===== config.mk =====
export PLATFORM = sky130hd
export DESIGN_NAME = rotary_encoder_with_button
export DESIGN_NICKNAME = d
export VERILOG_FILES = /design/src/rtl/core/rte_pkg.sv /design/src/rtl/core/rte_state.sv /design/src/rtl/core/rotary_encoder_with_button.sv
export SDC_FILE = /design/constraint.sdc
export NUM_CORES = 1
export LEC_CHECK = 0
export ABC_AREA = 0
export BUFFER_PORTS_ARGS = -buffer_cell sky130_fd_sc_hd__buf_2
export CAP_MARGIN = 10
export CORE_AREA = 3 3 125 127
export DETAILED_ROUTE_END_ITERATION = 6
export DIE_AREA = 0 0 128 130
export PLACE_DENSITY = 0.58
export SLEW_MARGIN = 20
export SYNTH_ARGS = -nofsm -noshare
export SYNTH_HDL_FRONTEND = slang
export SYNTH_SLANG_ARGS = --single-unit

===== constraint.sdc =====
create_clock -name clk -period 6.2 [get_ports clk]
set_clock_uncertainty 0.2 [all_clocks]
set_input_delay 0.31 -clock clk [delete_from_list [all_inputs] [get_ports clk]]
set_output_delay 0.31 -clock clk [all_outputs]
set_load 0.005 [all_outputs]

===== src/rtl/core/rte_pkg.sv =====
// ----------------------------------------------------------------------------
// rte_pkg
// Shared types and constants for the rotary encoder with push button.
// ----------------------------------------------------------------------------
`default_nettype none

package rte_pkg;

  // Width of the wrapping step counter (valid range 4..32)
  localparam int COUNT_WIDTH = 16;

  // Configuration port
  localparam int CFG_ADDR_W = 3;
  localparam int CFG_DATA_W = 32;
  localparam logic REG_DIRECTION_MODE = 1'b0;  // register index, taken from paddr[2]

  // Operation codes
  localparam logic OP_SAMPLE = 1'b0;
  localparam logic OP_READ   = 1'b1;

  // Rotation codes
  localparam logic [2:0] ROT_NONE     = 3'd0;
  localparam logic [2:0] ROT_INC      = 3'd1;
  localparam logic [2:0] ROT_DEC      = 3'd2;
  localparam logic [2:0] ROT_INC_HELD = 3'd3;
  localparam logic [2:0] ROT_DEC_HELD = 3'd4;
  localparam logic [2:0] ROT_CLICK    = 3'd5;

  // Button machine states
  typedef enum logic [1:0] {
    BTN_IDLE      = 2'd0,
    BTN_PRESSED   = 2'd1,
    BTN_CLICKED   = 2'd2,
    BTN_HELD_TURN = 2'd3
  } btn_state_t;

  // Input transaction
  typedef struct packed {
    logic operation;
    logic pin_a;
    logic pin_b;
    logic pin_button;
  } in_item_t;

  // Result transaction
  typedef struct packed {
    logic        [2:0]  rotation;
    logic signed [15:0] step_difference;
    logic        [15:0] position;
  } out_item_t;

endpackage

`default_nettype wire


===== src/rtl/core/rte_state.sv =====
// ----------------------------------------------------------------------------
// rte_state
// Encoder counter, last-read snapshot and button machine; builds the result
// of a status read from the current state.
// ----------------------------------------------------------------------------
`default_nettype none

module rte_state (
  input  wire logic               clk,
  input  wire logic               rst_n,
  input  wire logic               proc,
  input  wire rte_pkg::in_item_t  item,
  input  wire logic               direction_mode,
  output rte_pkg::out_item_t      result
);

  localparam int CW = rte_pkg::COUNT_WIDTH;

  logic [CW-1:0]        step_count_r, step_count_nxt;
  logic [CW-1:0]        last_read_r, last_read_nxt;
  logic                 prev_a_r, prev_a_nxt;
  rte_pkg::btn_state_t  btn_r, btn_nxt;

  logic [CW-1:0]        diff;
  logic                 neg;
  logic                 up;
  logic [2:0]           code;

  // Difference since last read and its sign
  assign diff = step_count_r - last_read_r;
  assign neg  = diff[CW-1];
  assign up   = direction_mode ? item.pin_b : ~item.pin_b;

  // Rotation code for a status read
  always_comb begin
    if (btn_r == rte_pkg::BTN_CLICKED) begin
      code = rte_pkg::ROT_CLICK;
    end else if (diff == '0) begin
      code = rte_pkg::ROT_NONE;
    end else if (neg) begin
      code = (btn_r == rte_pkg::BTN_HELD_TURN) ? rte_pkg::ROT_DEC_HELD : rte_pkg::ROT_DEC;
    end else begin
      code = (btn_r == rte_pkg::BTN_HELD_TURN) ? rte_pkg::ROT_INC_HELD : rte_pkg::ROT_INC;
    end
  end

  // Result fields: difference sign-extended, position zero-extended
  always_comb begin
    result.rotation        = code;
    result.step_difference = 16'(32'(signed'(diff)));
    result.position        = 16'(32'(step_count_r));
  end

  // Next state for counter, snapshot, A history and button machine
  always_comb begin
    step_count_nxt = step_count_r;
    last_read_nxt  = last_read_r;
    prev_a_nxt     = prev_a_r;
    btn_nxt        = btn_r;
    if (proc) begin
      if (item.operation == rte_pkg::OP_READ) begin
        last_read_nxt = step_count_r;
        if (btn_r == rte_pkg::BTN_CLICKED) begin
          btn_nxt = rte_pkg::BTN_IDLE;
        end
      end else if (item.pin_a != prev_a_r) begin
        prev_a_nxt = item.pin_a;
        if (!item.pin_a) begin
          if (!item.pin_button) begin
            btn_nxt = rte_pkg::BTN_HELD_TURN;
          end
          step_count_nxt = up ? step_count_r + CW'(1) : step_count_r - CW'(1);
        end
      end else begin
        unique case (btn_r)
          rte_pkg::BTN_HELD_TURN: begin
            if (item.pin_button) btn_nxt = rte_pkg::BTN_IDLE;
          end
          rte_pkg::BTN_IDLE: begin
            if (!item.pin_button) btn_nxt = rte_pkg::BTN_PRESSED;
          end
          rte_pkg::BTN_PRESSED: begin
            if (item.pin_button) btn_nxt = rte_pkg::BTN_CLICKED;
          end
          default: begin
            btn_nxt = btn_r;
          end
        endcase
      end
    end
  end

  // State registers
  always_ff @(posedge clk) begin
    if (!rst_n) begin
      step_count_r <= '0;
      last_read_r  <= '0;
      prev_a_r     <= 1'b1;
      btn_r        <= rte_pkg::BTN_IDLE;
    end else begin
      step_count_r <= step_count_nxt;
      last_read_r  <= last_read_nxt;
      prev_a_r     <= prev_a_nxt;
      btn_r        <= btn_nxt;
    end
  end

endmodule

`default_nettype wire


===== src/rtl/core/rotary_encoder_with_button.sv =====
// ----------------------------------------------------------------------------
// rotary_encoder_with_button
// Quadrature encoder decoder with push button: pin samples move a wrapping
// step counter and a button machine, status reads return rotation data.
// ----------------------------------------------------------------------------
//   channel | direction | handshake            | payload
//   in_     | input     | in_valid / in_stall  | in_item_t (operation, pins)
//   out_    | output    | out_valid / out_stall| out_item_t (rotation, diff, pos)
//   cfg     | input     | APB psel/penable     | direction_mode at byte 0
//
// One transaction per clock while in_stall is low. A transaction lands in the
// input register and is processed from there; a status read's result is
// loaded into the output register at the end of the cycle in which it is
// processed, and is offered on out_valid from then on.
// A sample never waits; a read waits in the input register only while the
// output register holds an untaken result. Synchronous reset, no clear pass.
// ----------------------------------------------------------------------------
`default_nettype none

module rotary_encoder_with_button (
  input  wire logic                               clk,
  input  wire logic                               rst_n,
  // input channel
  input  wire logic                               in_valid,
  output logic                                    in_stall,
  input  wire rte_pkg::in_item_t                  in_data,
  // result channel
  output logic                                    out_valid,
  input  wire logic                               out_stall,
  output rte_pkg::out_item_t                      out_data,
  // configuration port
  input  wire logic                               psel,
  input  wire logic                               penable,
  input  wire logic                               pwrite,
  input  wire logic [rte_pkg::CFG_ADDR_W-1:0]     paddr,
  input  wire logic [rte_pkg::CFG_DATA_W-1:0]     pwdata,
  output logic      [rte_pkg::CFG_DATA_W-1:0]     prdata,
  output logic                                    pready
);

  logic                in_valid_r;
  rte_pkg::in_item_t   in_data_r;
  logic                out_valid_r;
  rte_pkg::out_item_t  out_data_r;
  logic                direction_mode_r;
  logic                advance;
  logic                out_load;
  logic                cfg_wr;
  rte_pkg::out_item_t  result;

  // Configuration port
  assign pready = 1'b1;
  assign cfg_wr = psel & penable & pwrite & pready &
                  (paddr[2] == rte_pkg::REG_DIRECTION_MODE);
  assign prdata = (paddr[2] == rte_pkg::REG_DIRECTION_MODE) ?
                  {{(rte_pkg::CFG_DATA_W-1){1'b0}}, direction_mode_r} : '0;

  always_ff @(posedge clk) begin
    if (!rst_n) begin
      direction_mode_r <= 1'b1;
    end else if (cfg_wr) begin
      direction_mode_r <= pwdata[0];
    end
  end

  // Held transaction moves on when it is a sample or the result slot frees up
  assign advance  = in_valid_r &
                    ((in_data_r.operation == rte_pkg::OP_SAMPLE) | ~out_valid_r | ~out_stall);
  assign out_load = advance & (in_data_r.operation == rte_pkg::OP_READ);
  assign in_stall = in_valid_r & ~advance;

  // Input register
  always_ff @(posedge clk) begin
    if (!rst_n) begin
      in_valid_r <= 1'b0;
    end else if (!in_stall) begin
      in_valid_r <= in_valid;
    end
  end

  always_ff @(posedge clk) begin
    if (!in_stall && in_valid) begin
      in_data_r <= in_data;
    end
  end

  // Processing logic and state
  rte_state u_state (
    .clk            (clk),
    .rst_n          (rst_n),
    .proc           (advance),
    .item           (in_data_r),
    .direction_mode (direction_mode_r),
    .result         (result)
  );

  // Result register
  always_ff @(posedge clk) begin
    if (!rst_n) begin
      out_valid_r <= 1'b0;
    end else if (out_load) begin
      out_valid_r <= 1'b1;
    end else if (!out_stall) begin
      out_valid_r <= 1'b0;
    end
  end

  always_ff @(posedge clk) begin
    if (out_load) begin
      out_data_r <= result;
    end
  end

  assign out_valid = out_valid_r;
  assign out_data  = out_data_r;

endmodule

`default_nettype wire


==> impl_metrics.ini <==
[logic_synthesis]
synth_cell_types = 59
synthAdderAreaFrac_pct = 9.49
synthCells = 453
ys_warn_count = 0
yosys.cell_count.top_type = nand2_1
ys_ff_latch = 77
synth_common_cells = 59 x nand2_1, 39 x edfxtp_1, 38 x dfxtp_1
synth_mux_area_share_pct = 0.229
synth-compound-area-share_pct = 17.7
synth_top_area_cell = edfxtp_1
ys_seq_area_share_pct = 44.1
synth.area.top_cells = edfxtp_1 27%, dfxtp_1 17%, ha_1 8.6%
synth_edf_count = 39
synth_top_area_share_pct = 26.8
syn_area_sq_um = 4380
avgSynthCellArea_sq_um = 9.66
synth_top_family_by_area = compound AO/OA/AOI/OAI gates
synth-async-reset-ratio_pct = 0
synth_flop_cell = edfxtp_1
synth_xor_area_share_pct = 4.00
yosys.area_share.simple_pct = 15.5

[setup_path]
reg2reg_from = u_state.step_count_r[0]
r2r_end = out_data[34]
cp-start-kind = flop
path_class = reg2reg
crit_fanout = 6
worstPathRequired_ns = 6.08
worst-r2r-cell-count = 12
crit_arrival_ns = 3.45
r2r_slack_ns = 2.63
cp-end-kind = flop

[timing]
finalCriticalPeriod_ns = 3.57
tightest_slew_ns = 0.727
max-slew-margin-rel_pct = 51.4
fmax_mhz = 280
fin_crit_sh_pct = 57.6
rsz0062_at_grt = no
maxSlewViolCount = 0
setup_tns_ns = 0
setup_viol = 0
final_hold_viol_count = 0

[cells_and_area]
fin_cells = 700
area_delta_synth_final_pct = 16.3
drive_above_1_share_pct = 15.1
fin_util_pct = 35.0
diodes = 0
fin_nets = 589

[grt]
antenna_found_initial = 0
grt_max_degree = 48
grt_pass1_wl_mm = 14.3
first_global_vias = 3120
track_usage_pct = 10.6
grt_overflow = 0

[detailed_routing]
first_pass_iters = 4
drt_wl_total_mm = 8.47
drc_errors = 0
postRouteAntennaNets = 0
initialDrtViolationCount = 213
via_count = 3243
vias_per_cell = 4.63
avgRoutedWirePerCell_um = 12.1

[clock_tree]
cts_buffers = 9
cts.clk_slew.worst_paths_ns = 0.06
cts_resized = 0
cts_htree_levels = 3
cts.sinks = 77
clk_path_buf_depth = 2
cts_tree = built
clk_latency_ns = 0.33
cts-root-buf = clkbuf_16

[min_path]
min_path_type = in2reg
min_from = out_stall
whs_endpoint = out_valid
holdPathStages = 3

[power]
p_per_area_nw_per_um2 = 254
ir_worst_vdd_v = 0.000137
total_power_mw = 1.29
power_leakage_nw = 2.08

[floorplan]
rows = 44
dieArea_sq_um = 16600
start_util_pct = 30.1
pin_count = 116
fp.coreArea_sq_um = 14500
die_w_um = 128
fp.dieH_um = 130

[job]
drv_cap = 0

[place]
dp_cells = 678
gp_congestion = 0.836
port-buffer-count = 50
dp_hpwl_mm = 6.15

[run_status]
status = finished clean
[per-layer routing]
layer | vias to the layer above | routed length, um | track usage, % | share of wire, %
met5 | - | 0 | 0 | 0
met4 | 0 | 176 | 4.56 | 2.1
met3 | 14 | 382 | 2.17 | 4.5
met2 | 72 | 4300 | 19.7 | 51
met1 | 1498 | 3600 | 11.7 | 43
li1 | 1659 | - | - | -
[repair_timing]
action / in CTS / in global routing
hold endpoints to repair: 6 / 0
hold buffers: 6 / 0
buffers inserted: 0 / 0
[power breakdown]
group	switching [mW]	internal, mW	leakage [nW]
clock network	0.197	0.363	0.153
registers	0.00950	0.557	0.673
logic	0.0945	0.0735	1.26
[stage by stage]
step	worst slack (ns)	cell area, sq um	hold WS, ns
2_1_floorplan	2.80	4490	0.209
3_3_place_gp	2.60	4710	0.252
4_1_cts	2.56	5090	0.105
3_5_place_dp	2.57	4710	0.259
6_report	2.63	5090	0.119
5_1_grt	2.36	5090	0.132
[kinds of logic after synthesis]
group / after synthesis
buf+inv: 71
xor+xnor: 20
flops: 77
mux: 1
fa+ha+maj: 32
compound gates: 115
other cells: 2
simple gates: 135
[sequential cells by signal (all words and copies together) (netlist names)]
| name | flops |
|---|---|
| direction_mode_r | 1 |
| out_valid | 1 |
| u_state.prev_a_r | 1 |
| u_state.btn_r | 2 |
| in_data_r | 4 |
| u_state.step_count_r | 16 |
| u_state.last_read_r | 16 |
| in_valid_r | 1 |
| out_data | 35 |
[how the worst max path moves through the flow]
stage / end / start / depth (start not counted)
floorplan: u_state.step_count_r[14] / in_data_r[1] / 12
global placement: out_data[34] / u_state.step_count_r[0] / 12
detailed placement: out_data[34] / u_state.step_count_r[0] / 12
CTS: out_data[34] / u_state.step_count_r[0] / 12
global route: out_data[34] / u_state.step_count_r[0] / 12
finish: out_data[34] / u_state.step_count_r[0] / 12
[final cells by class]
cell class	count	area, sq um
fill	1488	9440
multi-input combinational	335	2170
sequential	77	1930
timing repair buffer	58	325
clock buffer	12	246
tap	184	230
inverter	30	113
clock inverter	4	72.6
[cells in the final DEF (no fill, tap or decap), drive strengths merged, types with 4 or more instances in the layout]
| cell type | instances |
|---|---|
| o21a | 10 |
| and2 | 10 |
| clkbuf | 12 |
| nand2 | 59 |
| a21o | 6 |
| nor2 | 15 |
| ha | 30 |
| a21oi | 18 |
| conb | 32 |
| a21boi | 25 |
| xor2 | 8 |
| o21ai | 28 |
| dfxtp | 38 |
| buf | 52 |
| dlygate4sd3 | 6 |
| inv | 29 |
| nand3 | 11 |
| edfxtp | 39 |
| a31oi | 4 |
| xnor2 | 12 |
| nor2b | 6 |
| nand4 | 4 |
| nor3 | 5 |
| or2 | 4 |
[critical path, cell delays in order, from the launching register on]
cell	delay [ns]
dfxtp_1	0.44
inv_1	0.12
ha_1	0.24
fa_1	0.41
nor2b_1	0.17
o31a_1	0.24
a21oi_1	0.08
or4_1	0.55
a211oi_1	0.23
nand4bb_1	0.16
nor4_2	0.25
and2b_1	0.19
o21ai_1	0.05
Note: power is estimated with default switching activity, not from simulation.
